===== src/hdl/timed_output_step_sequencer_core_macros.svh =====
// Assertion macros for the step sequencer core
`ifndef TIMED_OUTPUT_STEP_SEQUENCER_CORE_MACROS_SVH
`define TIMED_OUTPUT_STEP_SEQUENCER_CORE_MACROS_SVH

`ifndef SYNTH
`define TOS_ASSERT_IMPL(label, ante, cons) \
    label: assert property (@(posedge i_clk) disable iff (!i_rst_n) (ante) |-> (cons)) \
        else $error("tos assertion failed");
`define TOS_ASSERT_NEXT(label, ante, cons) \
    label: assert property (@(posedge i_clk) disable iff (!i_rst_n) (ante) |=> (cons)) \
        else $error("tos assertion failed");
`else
`define TOS_ASSERT_IMPL(label, ante, cons)
`define TOS_ASSERT_NEXT(label, ante, cons)
`endif

`endif


===== src/hdl/tos_pkg.sv =====
// Types, constants and the pin map of the step sequencer
package tos_pkg;

    localparam int MAX_STEPS_DEF = 16;
    localparam int STEP_W        = 4;
    localparam int CNT_W         = 5;
    localparam int DUR_W         = 17;
    localparam int PIN_W         = 6;
    localparam logic [DUR_W-1:0] TIMER_MAX = '1;

    typedef enum logic [2:0] {
        MODE_LOAD   = 3'd0,
        MODE_START  = 3'd1,
        MODE_STOP   = 3'd2,
        MODE_TICK   = 3'd3,
        MODE_UPDATE = 3'd4
    } t_mode;

    typedef enum logic {
        ST_IDLE,
        ST_EXEC
    } t_state;

    typedef struct packed {
        logic [2:0]       mode;
        logic             first_entry;
        logic [3:0]       channel;
        logic             level;
        logic [DUR_W-1:0] duration_ms;
    } t_item;

    typedef struct packed {
        logic [3:0]       channel;
        logic             level;
        logic [DUR_W-1:0] duration_ms;
    } t_step;

    localparam int STEP_BITS = $bits(t_step);

    typedef struct packed {
        logic              fire;
        logic [PIN_W-1:0]  pin;
        logic              drive_level;
        logic [STEP_W-1:0] step_index;
        logic              busy_res;
        logic              done_res;
        logic              bad_channel;
        logic              table_full;
    } t_res;

    // channel -> {bad, pin}; channels outside 1..12 are bad and map to pin 0
    function automatic logic [PIN_W:0] pin_lookup(input logic [3:0] ch);
        logic [PIN_W:0] r;
        case (ch)
            4'd1:    r = {1'b0, 6'd34};
            4'd2:    r = {1'b0, 6'd35};
            4'd3:    r = {1'b0, 6'd36};
            4'd4:    r = {1'b0, 6'd37};
            4'd5:    r = {1'b0, 6'd38};
            4'd6:    r = {1'b0, 6'd39};
            4'd7:    r = {1'b0, 6'd40};
            4'd8:    r = {1'b0, 6'd41};
            4'd9:    r = {1'b0, 6'd17};
            4'd10:   r = {1'b0, 6'd16};
            4'd11:   r = {1'b0, 6'd15};
            4'd12:   r = {1'b0, 6'd14};
            default: r = {1'b1, 6'd0};
        endcase
        return r;
    endfunction

endpackage


===== src/hdl/tos_if.sv =====
// Valid/ready channel interfaces for sequencer items and results
interface tos_item_if;
    logic        valid;
    logic        ready;
    logic [2:0]  mode;
    logic        first_entry;
    logic [3:0]  channel;
    logic        level;
    logic [16:0] duration_ms;

    modport source (output valid, mode, first_entry, channel, level, duration_ms,
                    input ready);
    modport sink   (input valid, mode, first_entry, channel, level, duration_ms,
                    output ready);
endinterface

interface tos_res_if;
    logic       valid;
    logic       ready;
    logic       fire;
    logic [5:0] pin;
    logic       drive_level;
    logic [3:0] step_index;
    logic       busy_res;
    logic       done_res;
    logic       bad_channel;
    logic       table_full;

    modport source (output valid, fire, pin, drive_level, step_index, busy_res,
                    done_res, bad_channel, table_full, input ready);
    modport sink   (input valid, fire, pin, drive_level, step_index, busy_res,
                    done_res, bad_channel, table_full, output ready);
endinterface


===== src/hdl/tos_ram.sv =====
// Generic single-write, single-read RAM with registered read data
module tos_ram #(
    parameter int WIDTH = 8,
    parameter int DEPTH = 16,
    parameter int AW    = (DEPTH > 1) ? $clog2(DEPTH) : 1
) (
    input  logic             i_clk,
    input  logic             i_we,
    input  logic [AW-1:0]    i_waddr,
    input  logic [WIDTH-1:0] i_wdata,
    input  logic [AW-1:0]    i_raddr,
    output logic [WIDTH-1:0] o_rdata
);

    logic [WIDTH-1:0] r_mem [DEPTH];
    logic [WIDTH-1:0] r_rdata;

    always_ff @(posedge i_clk) begin
        if (i_we) begin
            r_mem[i_waddr] <= i_wdata;
        end
        r_rdata <= r_mem[i_raddr];
    end

    assign o_rdata = r_rdata;

endmodule


===== src/hdl/tos_engine.sv =====
// Sequencer control: run state, timer, and the writes and reads of the step table
`include "timed_output_step_sequencer_core_macros.svh"
module tos_engine import tos_pkg::*; #(
    parameter int MAX_STEPS = MAX_STEPS_DEF,
    parameter int AW        = (MAX_STEPS > 1) ? $clog2(MAX_STEPS) : 1
) (
    input  logic                 i_clk,
    input  logic                 i_rst_n,
    input  logic                 i_in_valid,
    output logic                 o_in_ready,
    input  t_item                i_item,
    input  logic                 i_out_free,
    output logic                 o_res_valid,
    output t_res                 o_res,
    output logic                 o_ram_we,
    output logic [AW-1:0]        o_ram_waddr,
    output t_step                o_ram_wdata,
    output logic [AW-1:0]        o_ram_raddr,
    input  logic [STEP_BITS-1:0] i_ram_rdata
);

    localparam logic [CNT_W-1:0] MAX_CNT = CNT_W'(MAX_STEPS);

    t_state            r_state, n_state;
    t_item             r_item;
    logic [CNT_W-1:0]  r_cnt, n_cnt;
    logic [STEP_W-1:0] r_cur, n_cur;
    logic              r_run, n_run;
    logic              r_wait, n_wait;
    logic [DUR_W-1:0]  r_el, n_el;

    t_step             rd_step;
    logic [CNT_W-1:0]  base_cnt;
    logic [CNT_W-1:0]  next_idx;
    logic [PIN_W:0]    lookup;
    logic              accept;

    assign accept      = i_in_valid && o_in_ready;
    assign rd_step     = t_step'(i_ram_rdata);
    assign lookup      = pin_lookup(rd_step.channel);
    // table is always read at the current step; data is valid in ST_EXEC
    assign o_ram_raddr = r_cur[AW-1:0];
    assign base_cnt    = r_item.first_entry ? '0 : r_cnt;
    assign next_idx    = {1'b0, r_cur} + CNT_W'(1);

    always_ff @(posedge i_clk) begin
        if (accept) begin
            r_item <= i_item;
        end
    end

    always_ff @(posedge i_clk) begin
        if (!i_rst_n) begin
            r_state <= ST_IDLE;
            r_cnt   <= '0;
            r_cur   <= '0;
            r_run   <= 1'b0;
            r_wait  <= 1'b0;
            r_el    <= '0;
        end else begin
            r_state <= n_state;
            r_cnt   <= n_cnt;
            r_cur   <= n_cur;
            r_run   <= n_run;
            r_wait  <= n_wait;
            r_el    <= n_el;
        end
    end

    always_comb begin
        n_state     = r_state;
        n_cnt       = r_cnt;
        n_cur       = r_cur;
        n_run       = r_run;
        n_wait      = r_wait;
        n_el        = r_el;
        o_in_ready  = 1'b0;
        o_res_valid = 1'b0;
        o_ram_we    = 1'b0;
        o_ram_waddr = base_cnt[AW-1:0];
        o_ram_wdata = '{channel: r_item.channel, level: r_item.level,
                        duration_ms: r_item.duration_ms};
        o_res       = '0;

        unique case (r_state)
            ST_IDLE: begin
                // no transfer while reset is held
                o_in_ready = i_rst_n;
                if (i_in_valid) begin
                    n_state = ST_EXEC;
                end
            end
            ST_EXEC: begin
                if (i_out_free) begin
                    o_res_valid = 1'b1;
                    n_state     = ST_IDLE;
                    case (r_item.mode)
                        MODE_LOAD: begin
                            if (r_item.first_entry) begin
                                n_cur  = '0;
                                n_run  = 1'b0;
                                n_wait = 1'b0;
                                n_el   = '0;
                            end
                            if (base_cnt >= MAX_CNT) begin
                                n_cnt            = base_cnt;
                                o_res.table_full = 1'b1;
                            end else begin
                                o_ram_we = 1'b1;
                                n_cnt    = base_cnt + CNT_W'(1);
                            end
                        end
                        MODE_START: begin
                            n_run  = 1'b1;
                            n_cur  = '0;
                            n_el   = '0;
                            n_wait = 1'b0;
                        end
                        MODE_STOP: begin
                            n_run = 1'b0;
                        end
                        MODE_TICK: begin
                            if (r_el != TIMER_MAX) begin
                                n_el = r_el + DUR_W'(1);
                            end
                        end
                        MODE_UPDATE: begin
                            if (r_cnt == '0 || !r_run) begin
                                n_el = '0;
                            end else if (!r_wait) begin
                                o_res.fire        = 1'b1;
                                o_res.drive_level = rd_step.level;
                                o_res.pin         = lookup[PIN_W-1:0];
                                o_res.bad_channel = lookup[PIN_W];
                                n_el              = '0;
                                n_wait            = 1'b1;
                            end else if (r_el >= rd_step.duration_ms) begin
                                n_wait = 1'b0;
                                if (next_idx >= r_cnt) begin
                                    n_cur          = '0;
                                    n_run          = 1'b0;
                                    n_cnt          = '0;
                                    o_res.done_res = 1'b1;
                                end else begin
                                    n_cur = next_idx[STEP_W-1:0];
                                end
                            end
                        end
                        default: begin
                        end
                    endcase
                    o_res.step_index = n_cur;
                    o_res.busy_res   = n_run;
                end
            end
            default: begin
                n_state = ST_IDLE;
            end
        endcase
    end

    `TOS_ASSERT_IMPL(a_cnt_bound, 1'b1, r_cnt <= MAX_CNT)
    `TOS_ASSERT_IMPL(a_cur_in_table, r_run && r_cnt != '0, CNT_W'(r_cur) < r_cnt)
    `TOS_ASSERT_IMPL(a_we_on_load, o_ram_we, r_state == ST_EXEC && r_item.mode == MODE_LOAD)
    `TOS_ASSERT_NEXT(a_done_empties, o_res_valid && o_res.done_res, r_cnt == '0 && !r_run)

endmodule


===== src/hdl/timed_output_step_sequencer_core.sv =====
// A result is computed in ST_EXEC once the result register is free, and is
// registered there before it can transfer out.
// The engine takes no new item until the last one has left ST_EXEC; the registered
// table read sits between transfer and the read-modify-write of the run state.
// The result register frees the input side while a result waits downstream.
// Reset (synchronous, active low) clears run state, step count and timer;
// table entries are undefined until loaded and are never read before that.
module timed_output_step_sequencer_core import tos_pkg::*; #(
    parameter int MAX_STEPS = MAX_STEPS_DEF
) (
    input  logic  i_clk,
    input  logic  i_rst_n,
    tos_item_if.sink  i_item,
    tos_res_if.source o_res
);

    localparam int AW = (MAX_STEPS > 1) ? $clog2(MAX_STEPS) : 1;

    t_item                item;
    t_res                 res;
    logic                 res_valid;
    logic                 in_ready;
    logic                 out_free;
    logic                 ram_we;
    logic [AW-1:0]        ram_waddr;
    logic [AW-1:0]        ram_raddr;
    t_step                ram_wdata;
    logic [STEP_BITS-1:0] ram_rdata;

    logic r_out_valid;
    t_res r_out;

    assign item = '{mode: i_item.mode, first_entry: i_item.first_entry,
                    channel: i_item.channel, level: i_item.level,
                    duration_ms: i_item.duration_ms};
    assign i_item.ready = in_ready;
    assign out_free     = !r_out_valid || o_res.ready;

    tos_ram #(
        .WIDTH (STEP_BITS),
        .DEPTH (MAX_STEPS),
        .AW    (AW)
    ) u_table (
        .i_clk   (i_clk),
        .i_we    (ram_we),
        .i_waddr (ram_waddr),
        .i_wdata (STEP_BITS'(ram_wdata)),
        .i_raddr (ram_raddr),
        .o_rdata (ram_rdata)
    );

    tos_engine #(
        .MAX_STEPS (MAX_STEPS),
        .AW        (AW)
    ) u_engine (
        .i_clk       (i_clk),
        .i_rst_n     (i_rst_n),
        .i_in_valid  (i_item.valid),
        .o_in_ready  (in_ready),
        .i_item      (item),
        .i_out_free  (out_free),
        .o_res_valid (res_valid),
        .o_res       (res),
        .o_ram_we    (ram_we),
        .o_ram_waddr (ram_waddr),
        .o_ram_wdata (ram_wdata),
        .o_ram_raddr (ram_raddr),
        .i_ram_rdata (ram_rdata)
    );

    always_ff @(posedge i_clk) begin
        if (!i_rst_n) begin
            r_out_valid <= 1'b0;
        end else if (res_valid) begin
            r_out_valid <= 1'b1;
        end else if (o_res.ready) begin
            r_out_valid <= 1'b0;
        end
    end

    always_ff @(posedge i_clk) begin
        if (res_valid) begin
            r_out <= res;
        end
    end

    assign o_res.valid       = r_out_valid;
    assign o_res.fire        = r_out.fire;
    assign o_res.pin         = r_out.pin;
    assign o_res.drive_level = r_out.drive_level;
    assign o_res.step_index  = r_out.step_index;
    assign o_res.busy_res    = r_out.busy_res;
    assign o_res.done_res    = r_out.done_res;
    assign o_res.bad_channel = r_out.bad_channel;
    assign o_res.table_full  = r_out.table_full;

endmodule


===== src/flat_wrapper.sv =====
// flat-port wrapper written by rule: the top's interface ports become plain ports
module timed_output_step_sequencer_core_flat import tos_pkg::*;
#(
    parameter int MAX_STEPS = MAX_STEPS_DEF
)
  (i_clk, i_rst_n, i_item_valid, i_item_mode, i_item_first_entry, i_item_channel, i_item_level, i_item_duration_ms, i_item_ready, o_res_valid, o_res_fire, o_res_pin, o_res_drive_level, o_res_step_index, o_res_busy_res, o_res_done_res, o_res_bad_channel, o_res_table_full, o_res_ready);
  tos_item_if i_item_i ();
  tos_res_if o_res_i ();
  input  logic i_clk;
  input  logic i_rst_n;
  input wire logic [$bits(i_item_i.valid)-1:0] i_item_valid;
  input wire logic [$bits(i_item_i.mode)-1:0] i_item_mode;
  input wire logic [$bits(i_item_i.first_entry)-1:0] i_item_first_entry;
  input wire logic [$bits(i_item_i.channel)-1:0] i_item_channel;
  input wire logic [$bits(i_item_i.level)-1:0] i_item_level;
  input wire logic [$bits(i_item_i.duration_ms)-1:0] i_item_duration_ms;
  output wire logic [$bits(i_item_i.ready)-1:0] i_item_ready;
  output wire logic [$bits(o_res_i.valid)-1:0] o_res_valid;
  output wire logic [$bits(o_res_i.fire)-1:0] o_res_fire;
  output wire logic [$bits(o_res_i.pin)-1:0] o_res_pin;
  output wire logic [$bits(o_res_i.drive_level)-1:0] o_res_drive_level;
  output wire logic [$bits(o_res_i.step_index)-1:0] o_res_step_index;
  output wire logic [$bits(o_res_i.busy_res)-1:0] o_res_busy_res;
  output wire logic [$bits(o_res_i.done_res)-1:0] o_res_done_res;
  output wire logic [$bits(o_res_i.bad_channel)-1:0] o_res_bad_channel;
  output wire logic [$bits(o_res_i.table_full)-1:0] o_res_table_full;
  input wire logic [$bits(o_res_i.ready)-1:0] o_res_ready;
  assign i_item_i.valid = i_item_valid;
  assign i_item_i.mode = i_item_mode;
  assign i_item_i.first_entry = i_item_first_entry;
  assign i_item_i.channel = i_item_channel;
  assign i_item_i.level = i_item_level;
  assign i_item_i.duration_ms = i_item_duration_ms;
  assign i_item_ready = i_item_i.ready;
  assign o_res_valid = o_res_i.valid;
  assign o_res_fire = o_res_i.fire;
  assign o_res_pin = o_res_i.pin;
  assign o_res_drive_level = o_res_i.drive_level;
  assign o_res_step_index = o_res_i.step_index;
  assign o_res_busy_res = o_res_i.busy_res;
  assign o_res_done_res = o_res_i.done_res;
  assign o_res_bad_channel = o_res_i.bad_channel;
  assign o_res_table_full = o_res_i.table_full;
  assign o_res_i.ready = o_res_ready;
  timed_output_step_sequencer_core #(.MAX_STEPS(MAX_STEPS)) u_core (.i_clk(i_clk), .i_rst_n(i_rst_n), .i_item(i_item_i), .o_res(o_res_i));
endmodule

===== config.mk =====
export PLATFORM = sky130hd
export DESIGN_NAME = timed_output_step_sequencer_core_flat
export DESIGN_NICKNAME = d
export VERILOG_FILES = /design/src/hdl/tos_pkg.sv /design/src/hdl/tos_if.sv /design/src/hdl/tos_ram.sv /design/src/hdl/tos_engine.sv /design/src/hdl/timed_output_step_sequencer_core.sv /design/src/flat_wrapper.sv
export VERILOG_INCLUDE_DIRS = /design/src /design/src/hdl
export SDC_FILE = /design/constraint.sdc
export NUM_CORES = 1
export LEC_CHECK = 0
export ABC_AREA = 1
export BUFFER_PORTS_ARGS = -buffer_cell sky130_fd_sc_hd__buf_2
export CAP_MARGIN = 10
export CORE_ASPECT_RATIO = 0.6
export CORE_MARGIN = 4
export CORE_UTILIZATION = 58
export CTS_BUF_LIST = sky130_fd_sc_hd__clkbuf_4 sky130_fd_sc_hd__clkbuf_8
export DETAILED_ROUTE_END_ITERATION = 7
export PLACE_DENSITY = 0.84
export SETUP_SLACK_MARGIN = 0.05
export SLEW_MARGIN = 0
export SYNTH_ARGS = -nofsm -noshare
export SYNTH_HDL_FRONTEND = slang
export SYNTH_SLANG_ARGS = --single-unit

===== constraint.sdc =====
create_clock -name i_clk -period 2.9 [get_ports i_clk]
set_input_delay 0.145 -clock i_clk [delete_from_list [all_inputs] [get_ports i_clk]]
set_output_delay 0.145 -clock i_clk [all_outputs]
set_load 0.005 [all_outputs]

Word-level counts from Yosys, hierarchy flattened
Memories as Yosys holds them, arrays and structs flattened. A register that Yosys moved wholly into a read port is not among the register bits. Index checks and enable logic that the tools add are counted.

Memories: 2. Output and inout port bits: 18. Bits in registers: 72. Input port bits: 30. Latch bits: 0. ROM bits: 112. Logic and storage cells: 110. Memory bits (writable): 352.

Equal/unequal tests: 12. Reduce and logical (&&, ||, !) cells: 19. Divide/modulo/power cells: 0. Multiply operators: 0. Magnitude comparators: 3. Bitwise operators: 5. Add/sub/neg operators: 3. Mux-type cells: 46. Shifts and indexed selects: 0.

Memories: u_core.u_table.r_mem (words 16, bits a word 22, read ports 1, clocked after memory_dff 1, write ports 1, RTL line tos_ram.sv:15) `logic [WIDTH-1:0] r_mem [DEPTH];`; (name not given) (words 16, bits a word 7, read ports 1, clocked after memory_dff 0, write ports 0, RTL line tos_pkg.sv:54) `case (ch)`.

Operators by type and width (number): $mux W17 (4); $pmux W17 S4 (1); $mux W5 (6); $mux W1 (24); $mux W4 (5); $add A17 B1 Y17 const B (1); $ge A17 B17 Y1 (1); $ne A17 B17 Y1 const B (1); $ne A2 B2 Y1 const B (6); $pmux W4 S3 (1); $pmux W5 S2 (1); $mux W8 (1); $reduce_and A7 Y1 (1); $eq A3 B2 Y1 const B (2); $reduce_and A6 Y1 (1); $reduce_or A6 Y1 (1); $add A4 B1 Y5 const B (1); $add A5 B1 Y5 const B (1); $ge A5 B5 Y1 (1); $ge A5 B5 Y1 const B (1); $logic_not A5 Y1 (1); $not A1 Y1 (5); $reduce_and A5 Y1 (1); $reduce_or A5 Y1 (1); other kinds (16) (19).

Logic depth before layout (Yosys ltp)
Gate-level depths: netlist of run 1.

Depth in word-level cells: 8. Gate-level depth with buffers: 17. Mapped depth without buffers: 17.

Modules after synthesis
Synthesis of run 1 repeated with hierarchy kept, for this count alone.

Cells, all modules: 1955. Area total of the unflattened synthesis: 19824.0 um^2.

By module, submodules not included: tos_ram (cells each 1466, sequential area each 11010.6 um^2, instances 1, area an instance 15650.0 um^2); tos_engine (cells each 467, sequential area each 1361.3 um^2, instances 1, area an instance 3647.2 um^2); timed_output_step_sequencer_core (cells each 22, sequential area each 500.5 um^2, instances 1, area an instance 526.8 um^2).

Worst setup path after synthesis of run 1
OpenSTA, ideal clock, no wires.

Path type: register -> register. Start: register u_core.r_out_valid (netlist: u_core.o_res.valid). End: memory u_core.u_table.r_mem[0][0] in the netlist's numbering (enable). Setup slack: -0.020 ns. Clock period less this slack: 2.920 ns. Library setup time: 0.401 ns. Data required time: 2.499 ns. Buffers on the path: 0. Data arrival time: 2.519 ns. Stages on the path, launching flop included: 8. Cell sequence: dfxtp_1 -> nand2_1 -> nand2_1 -> inv_1 -> nand3_1 -> nor2_1 -> nand2_1 -> nor2_1.

Cells in the longest elaborated chain, start to end: 6.

Ends and longest elaborated chain: from (decl) (RTL line timed_output_step_sequencer_core.sv:30) `logic r_out_valid;`; from (signal assigned) (RTL line timed_output_step_sequencer_core.sv:73) `r_out_valid <= 1'b0;`; from (signal assigned) (RTL line timed_output_step_sequencer_core.sv:75) `r_out_valid <= 1'b1;`; from (signal assigned) (RTL line timed_output_step_sequencer_core.sv:77) `r_out_valid <= 1'b0;`; $logic_not A1 Y1 (RTL line timed_output_step_sequencer_core.sv:37) `assign out_free = !r_out_valid || o_res.ready;`; $logic_or A1 B1 Y1 (RTL line timed_output_step_sequencer_core.sv:37); $mux W1 (RTL line tos_engine.sv:94) `if (i_out_free) begin`; $mux W1 (RTL line tos_engine.sv:85) `unique case (r_state)`; $mux W1 (RTL line tos_ram.sv:19) `if (i_we) begin`; $mux W1 (not written as such) (RTL line tos_ram.sv:20) `r_mem[i_waddr] <= i_wdata;`; to (decl) (RTL line tos_ram.sv:15).

No other way between the ends.

Worst setup path in the final report of run 1
Start: register u_core.u_engine.r_el[0]. End: register u_core.u_engine.r_el[8].

Cells in the longest elaborated chain, start to end: 3. Elaborated cells on any way between the ends: 6. Classes of those cells: add/sub (1); eq/ne (2); mux (2); reduce/logical (1).

Ends and longest elaborated chain: from (decl) (RTL line tos_engine.sv:30) `logic [DUR_W-1:0] r_el, n_el;`; from (signal assigned) (RTL line tos_engine.sv:66) `r_el <= n_el;`; $add A17 B1 Y17 / $ne A17 B17 Y1 (equally long branches) (RTL line tos_engine.sv:124, tos_engine.sv:123); $mux W17 / $ne A2 B2 Y1 (equally long branches); $pmux W17 S4 / $reduce_and A6 Y1 (equally long branches).

Parallel ways exist; a longest one is shown, timed or not. The select of a mux whose other input is x is not followed. A chain may end at the register's enable or synchronous reset.

==> metrics.txt, run 1 <==
core region area 30300 sq um; Simple-Gate Fraction of Synth Area 8.91%; largest family of logic cells by synthesized area compound AO/OA/AOI/OAI gates; Seq. cell area 12900 sq um; Leak Pwr 6.88 nW; register bit total from synthesis 446; ANT nets after route 0; routed vias 11600; Avg Inst Size Synth 13.4 sq um; max-slew violations 0; share of cells above drive strength 1 14.9%; register area share after synthesis a little under three quarters; Cell Pwr Density approximately 590 nW/um^2; Post-CTS Resized 0; # placed instances 1769; compound-cell area share of the yosys netlist approximately a tenth; Critical Path Source Type flip-flop; clock skew 37.4 ps; H-tree Lvls 2; placed wire-length estimate 23200 um; mux cell area share after synthesis around 4.3%; final net count 1517; initial antenna violation count 0; MaxCap Viol Count 0; area of the mapped netlist about 18000 sq um; # port buffers 47; vias per cell 6.07; most frequent cells in the layout edfxtp_1, nor2_1, nand2_1, o21ai_0; full die area 34100 sq um; Initial Util ~60%; 1st-pass router iterations 5; first-pass GRT wire length between 60000 and 70000 um; Syn Nets roughly 1400; Yosys warning total 0; largest net degree at the start of global routing 98; First DRT Iteration DRCs roughly 1700; slew at the pin with the worst max-slew slack roughly 1100 ps; worst min path class input pin to flip-flop; gr usage total between 20% and 30%; Root Buffer clkbuf_8; Syn Inst Count between 1000 and 1500; area of the multi-input gates 4630 sq um; clk sinks about 450; DRC 0; XOR/XNOR share of the synthesized area 0.291%; Final GP Congestion 0.889; Layout area overhead 12.8%; outcome complete, no violations; Pwr Total 12.0 mW; number of global-route vias before repair 11100; Final Hold Fails 0; CTS clock-pin slew for the worst setup and hold paths about 60 ps; final worst-path cycle share 82.9%; adder-cell share of the synthesized area 2.36%; final setup vio count 0; clock tree buffer depth 3; DRT Wirelength 40800 um; crit path DAT approximately 2900 ps; Die Span Y 145 um; Max Fclk 416 MHz; Peak VDD IR 591 uV; Post-Layout Cell Count 1907; antenna diode count 0; I/O Pins 48; max_slew headroom 29.1%; CP Capture Type flip-flop; Hold Buf Count CTS 30; WL per Instance 21.4 um; min cycle time layout 2400 ps; Setup CP Type flip-flop to flip-flop; unrepaired setup endpoints after global routing false; worst skew pair latency 640 ps; grt ovf 0; commonest non-fill, non-tap cell in the layout edfxtp_1; die width 236 um; fillcell total 2058; CTS tree yes; Rows 49; synth unique cells 48; Inserted Clock Buffers 60; CP required 3390 ps; post-CTS setup buffer count 0; worst-path fanout max 16
[final cells by class]
| type | instances | share of cell area (%) |
|---|---|---|
| clock buffer | 90 | 5.19 |
| clock inverter | 18 | 0.707 |
| inverter | 78 | 1.45 |
| multi-input combinational | 756 | 22.7 |
| sequential | 446 | 63.3 |
| tap | 408 | 2.51 |
| timing repair buffer | 111 | 4.13 |
[path summary, 6_finish.rpt]
kind | from | endpoint | slack, ps | cells after the start
setup reg to reg | u_core.u_engine.r_el[0]$_SDFFE_PN0P_ | u_core.u_engine.r_el[8]$_SDFFE_PN0P_ | 500 | 15
hold reg to reg | u_core.u_engine.r_el[0]$_SDFFE_PN0P_ | u_core.u_engine.r_el[0]$_SDFFE_PN0P_ | 510 | 2
setup / recovery | u_core.u_engine.r_el[0]$_SDFFE_PN0P_ | u_core.u_engine.r_el[8]$_SDFFE_PN0P_ | 500 | 15
hold / removal | i_item_channel[1] | u_core.u_engine.o_ram_wdata[19]$_DFFE_PP_ | 220 | 2
[worst max-delay path, stage by stage (launching register included)]
cell and delay, ps:
dfxtp_1 370, ha_1 180, nand2_1 90, nor3_1 340, nand4_1 160, nor2_1 140, ha_1 160, nand2_1 60
nand2_1 100, nor3_4 50, nand2_4 190, inv_2 110, nand2_2 100, nor2_1 50, a21oi_1 120, nor3_1 50
[report_power, final]
part           total (mW)  internal [mW]  switching (mW)
logic               0.182         0.0784           0.104
registers            7.06           7.00          0.0641
clock network        4.75           2.51            2.24
[through the flow]
step	hold slack (ps)	instance area (sq um)	TNS, ps	worst slack (ps)	util [%]
floorplan	244	18100	-6880	-19.6	-
global placement	322	18900	0	526	62.3
detailed placement	323	18900	0	516	62.3
CTS	198	20400	0	496	67.2
global route	204	20400	0	259	67.2
finish	219	20400	0	496	67.2
[synthesized netlist by cell type (all sizes together)]
| master | count | area (sq um) |
|---|---|---|
| a2111oi | 1 | 27.5 |
| a211oi | 5 | 37.5 |
| a21boi | 1 | 7.51 |
| a21o | 1 | 7.51 |
| a21oi | 42 | 210 |
| a221oi | 1 | 8.76 |
| a31oi | 1 | 6.26 |
| and3 | 1 | 6.26 |
| buf | 19 | 106 |
| clkbuf | 51 | 191 |
| dfxtp | 52 | 1040 |
| edfxtp | 394 | 11800 |
| ha | 34 | 425 |
| inv | 78 | 295 |
| mux2i | 77 | 771 |
| nand2 | 110 | 423 |
| nand3 | 56 | 295 |
| nand4 | 5 | 31.3 |
| nor2 | 183 | 699 |
| nor3 | 19 | 106 |
| nor3b | 1 | 12.5 |
| nor4 | 1 | 21.3 |
| o211a | 1 | 10.0 |
| o211ai | 8 | 60.1 |
| o21a | 2 | 15.0 |
| o21ai | 106 | 546 |
| o21ba | 1 | 10.0 |
| o21bai | 2 | 15.0 |
| o221ai | 77 | 674 |
| o22ai | 3 | 18.8 |
| o31ai | 1 | 7.51 |
| o32ai | 8 | 70.1 |
| or2 | 1 | 6.26 |
| or3 | 1 | 6.26 |
| xor2 | 6 | 52.6 |
[metal layers]
layer	vias up	share of wire [%]	track usage, %
met5	-	0	0
met3	66	11	5.89
li1	5224	-	-
met1	5649	42	34.2
met4	0	1.7	5.74
met2	645	45	36.6
[sequential cells by signal, indices dropped and copies added (netlist names), 4 cells and up]
register / flops
u_core.o_res.pin: 6
u_core.o_res.step_index: 4
u_core.u_engine.o_ram_raddr: 4
u_core.u_engine.o_ram_wdata: 22
u_core.u_engine.r_cnt: 5
u_core.u_engine.r_el: 17
u_core.u_engine.r_item: 4
u_core.u_table.o_rdata: 22
u_core.u_table.r_mem: 352
[logic make-up after synthesis]
logic type               count (synthesis)
multiplexers                            77
XOR/XNOR                                 6
adder cells (fa/ha/maj)                 34
AND/OR/NAND/NOR                        378
AO/OA/AOI/OAI                          261
flip-flops                             446
buffers and inverters                  148
Note: power is estimated with default switching activity, not from simulation.
==> run 2: changes to the inputs <==
- ABC_AREA: 1 -> 0
- clock period: 2.9 -> 2.2 ns (I/O delays scaled with it)
==> run 2 against run 1 <==
Against the previous run:
- the flow now finishes with violations (setup timing)
- global-route usage up 2.2 points
- synthesized cell count down 32%
- first-iteration DRC count down 12%
- sequential power up 32%
- setup slack worse by 680 ps
- wire length up 12%
- fmax up 0.71%
- worst hold slack worse by 29 ps
- register-to-register slack worse by 680 ps
- critical path type unchanged
==> metrics.txt, run 2 <==
die width 232 um (was 236 um); core region area 29200 sq um (was 30300 sq um); Avg Inst Size Synth 19.1 sq um (was 13.4 sq um); 1st-pass router iterations 5 (unchanged); DRC 0 (unchanged); unrepaired setup endpoints after global routing true (was false); Die Span Y 143 um (was 145 um); H-tree Lvls 2 (unchanged); CTS clock-pin slew for the worst setup and hold paths 80 ps (was 60 ps); full die area 33100 sq um (was 34100 sq um); Post-Layout Cell Count 1569 (was 1907); compound-cell area share of the yosys netlist 2.94% (was 9.59%); CTS tree yes (unchanged); vias per cell 6.42 (was 6.07); first-pass GRT wire length 62500 um (was 62200 um); CP required 2760 ps (was 3390 ps); crit path DAT 2950 ps (was 2890 ps); min cycle time layout 2390 ps (was 2400 ps); mux cell area share after synthesis 14.6% (was 4.27%); clk sinks 446 (unchanged); register bit total from synthesis 446 (unchanged); antenna diode count 0 (unchanged); Hold Slack 191 ps (was 219 ps); pre-CTS setup slack -332 ps (was 516 ps); commonest non-fill, non-tap cell in the layout edfxtp_1 (unchanged); MaxCap Viol Count 0 (unchanged); setup TNS -4130 ps (was 0 ps); Finished Core Util 74.1% (was 67.2%); I/O Pins 48 (unchanged); register area share after synthesis 73.5% (was 71.3%); largest net degree at the start of global routing 89 (was 98); First DRT Iteration DRCs 1526 (was 1729); Pwr Total 16.0 mW (was 12.0 mW); worst-path fanout max 5 (was 16); placed wire-length estimate 23800 um (was 23200 um); Max Fclk 419 MHz (was 416 MHz); Leak Pwr 7.18 nW (was 6.88 nW); Root Buffer clkbuf_8 (unchanged); WL per Instance 29.1 um (was 21.4 um); area of the mapped netlist 17500 sq um (was 18100 sq um); max_slew headroom 37.6% (was 29.1%); Seq. cell area 12900 sq um (about the same); clock tree buffer depth 3 (unchanged); synth unique cells 52 (was 48); Inserted Clock Buffers 59 (was 60); area leader, netlist edfxtp_1 (unchanged); ANT nets after route 0 (unchanged); grt ovf 0 (unchanged); number of flops mapped to enable cells by yosys 394 (unchanged); dpl cell area 19300 sq um (was 18900 sq um); final instance area 21700 sq um (was 20400 sq um); slew at the pin with the worst max-slew slack 913 ps (was 1060 ps); DRT Wirelength 45600 um (was 40800 um); fillcell total 1523 (was 2058); Critical Path Source Type flip-flop (unchanged); r2r endpoint u_core.u_engine.r_el[6]$_SDFFE_PN0P_ (was u_core.u_engine.r_el[8]$_SDFFE_PN0P_); gr usage total 25.8% (was 23.5%); final worst-path cycle share 108% (was 82.9%); outcome finished with violations (was complete, no violations); main flop type after synthesis edfxtp_1 (unchanged); synth top area cells edfxtp_1, mux4_2, dfxtp_1, ha_1, nor2_1 (was edfxtp_1, dfxtp_1, mux2i_1, o221ai_1, nor2_1); cell chain of the critical path and4_4, and4_4, nand3_4, nor3_4, ha_2, o21ai_4, o2111ai_4, buf_12, clkbuf_16, o21ai_4, buf_6, buf_12, a21oi_2 (was ha_1, nand2_1, nor3_1, nand4_1, nor2_1, ha_1, nand2_1, nand2_1, nor3_4, nand2_4, inv_2, nand2_2, nor2_1, a21oi_1, nor3_1); Yosys warning total 0 (unchanged); clock skew 50.3 ps (was 37.4 ps); number of global-route vias before repair 10100 (was 11100); adder-cell share of the synthesized area 2.43% (was 2.36%); share of cells above drive strength 1 41.4% (was 14.9%); Setup CP Type flip-flop to flip-flop (unchanged); Rows 48 (was 49); max reg flops 352 (unchanged); Yosys top cell area share 67.6% (was 65.5%); Biggest register u_core.u_table.r_mem (unchanged); Reg-to-Reg Start u_core.u_engine.r_el[7]$_SDFFE_PN0P_ (was u_core.u_engine.r_el[0]$_SDFFE_PN0P_); Reg2Reg Depth 13 (was 15); routed vias 10100 (was 11600); final worst setup slack -187 ps (was 496 ps); worst hold stages 2 (unchanged); # placed instances 1410 (was 1769); max-slew violations 0 (unchanged); final setup vio count 31 (was 0); Layout area overhead 23.8% (was 12.8%); Final GP Congestion 0.912 (was 0.889); worst min path class input pin to flip-flop (unchanged); largest family of logic cells by synthesized area multiplexers (was compound AO/OA/AOI/OAI gates); failing checks setup timing; most frequent cell after synthesis edfxtp_1 (unchanged); initial antenna violation count 0 (unchanged); most frequent cells in the layout edfxtp_1, mux4_2, clkbuf_8, buf_4, buf_2 (was edfxtp_1, nor2_1, nand2_1, o21ai_0); Hold Startpoint i_item_duration_ms[1] (was i_item_channel[1]); Largest stage delay, worst path 350 ps (was 370 ps); XOR/XNOR share of the synthesized area 0.600% (was 0.291%); Syn Nets 980 (was 1414); Peak VDD IR 591 uV (about the same); final net count 1188 (was 1517); Cell Pwr Density 737 nW/um^2 (was 589 nW/um^2); worst skew pair latency 650 ps (was 640 ps); flop-to-flop setup slack -190 ps (was 500 ps); Simple-Gate Fraction of Synth Area 4.17% (was 8.91%); Initial Util 59.9% (was 59.6%); CP Capture Type flip-flop (unchanged); post-synthesis async set-or-reset flop share 0% (unchanged); Final Hold Fails 0 (unchanged); Commonest cells post-synth edfxtp_1, mux4_2, dfxtp_1 (was edfxtp_1, nor2_1, nand2_1); # port buffers 47 (unchanged); Syn Inst Count 916 (was 1350); worst hold endpoint u_core.u_engine.o_ram_wdata[1]$_DFFE_PP_ (was u_core.u_engine.o_ram_wdata[19]$_DFFE_PP_); area of the multi-input gates 5050 sq um (was 4630 sq um); CP max-delay cell dfxtp_2 (was dfxtp_1)
[run 2: what timing repair did]
action	CTS	global route
setup endpoints to repair	35	274
pin swaps	36	28
hold buffers	30	0
hold endpoints to repair	34	0
buffers inserted	11	3
resized for setup	79	51
cloned	4	6
[run 2: report_power, final]
group	internal (mW)	switching (mW)
Clock	3.26	3.13
Combinational	0.153	0.150
Sequential	9.21	0.0807
[run 2: worst max-delay path by stage]
stage,start,to,cells past startpoint,slack (ps)
6_report,u_core.u_engine.r_el[7]$_SDFFE_PN0P_,u_core.u_engine.r_el[6]$_SDFFE_PN0P_,13,-190
5_1_grt,u_core.u_engine.r_el[11]$_SDFFE_PN0P_,u_core.u_engine.r_el[7]$_SDFFE_PN0P_,12,-240
3_3_place_gp,u_core.u_table.o_rdata[4]$_DFF_P_,u_core.u_engine.r_cnt[2]$_SDFFE_PN0P_,9,-220
2_1_floorplan,u_core.u_engine.r_item[24]$_DFFE_PP_,u_core.u_table.r_mem[0][0]$_DFFE_PP_,6,-100
4_1_cts,u_core.u_engine.r_el[9]$_SDFFE_PN0P_,u_core.u_engine.r_el[2]$_SDFFE_PN0P_,12,-60
3_5_place_dp,u_core.u_table.o_rdata[2]$_DFF_P_,u_core.u_engine.r_cnt[4]$_SDFFE_PN0P_,9,-330
[run 2: area by class of cell]
cell class	count	share of cell area [%]
Sequential cell	446	59.5
Multi-Input combinational cell	393	23.3
Timing Repair Buffer	183	8.70
Clock buffer	79	4.53
Tap cell	400	2.31
Clock inverter	27	0.958
Inverter	41	0.722
[run 2: critical path: cells and delay by family, from the launching register on]
kind,cells,cell delay [ps]
buffers and inverters,4,580
and+or+nand+nor,4,780
AOI/OAI and AO/OA,4,360
DFF,1,350
adders and majority gates,1,230
[run 2: per-layer routing]
metal  track usage (%)  up-vias  wire length (um)
met2              39.4      714             21900
met4              6.69        0               799
met3              6.14       73              4920
li1                  -     4120                 -
met5                 0        -                 0
met1              38.4     5166             18000
[run 2: cell families (layout without fill, tap and decap cells)]
logic type | count (synthesis) | after routing
buffers and inverters | 77 | 330
adder cells (fa/ha/maj) | 34 | 34
XOR/XNOR | 12 | 12
AND/OR/NAND/NOR | 150 | 150
multiplexers | 118 | 118
AO/OA/AOI/OAI | 79 | 79
flip-flops | 446 | 446
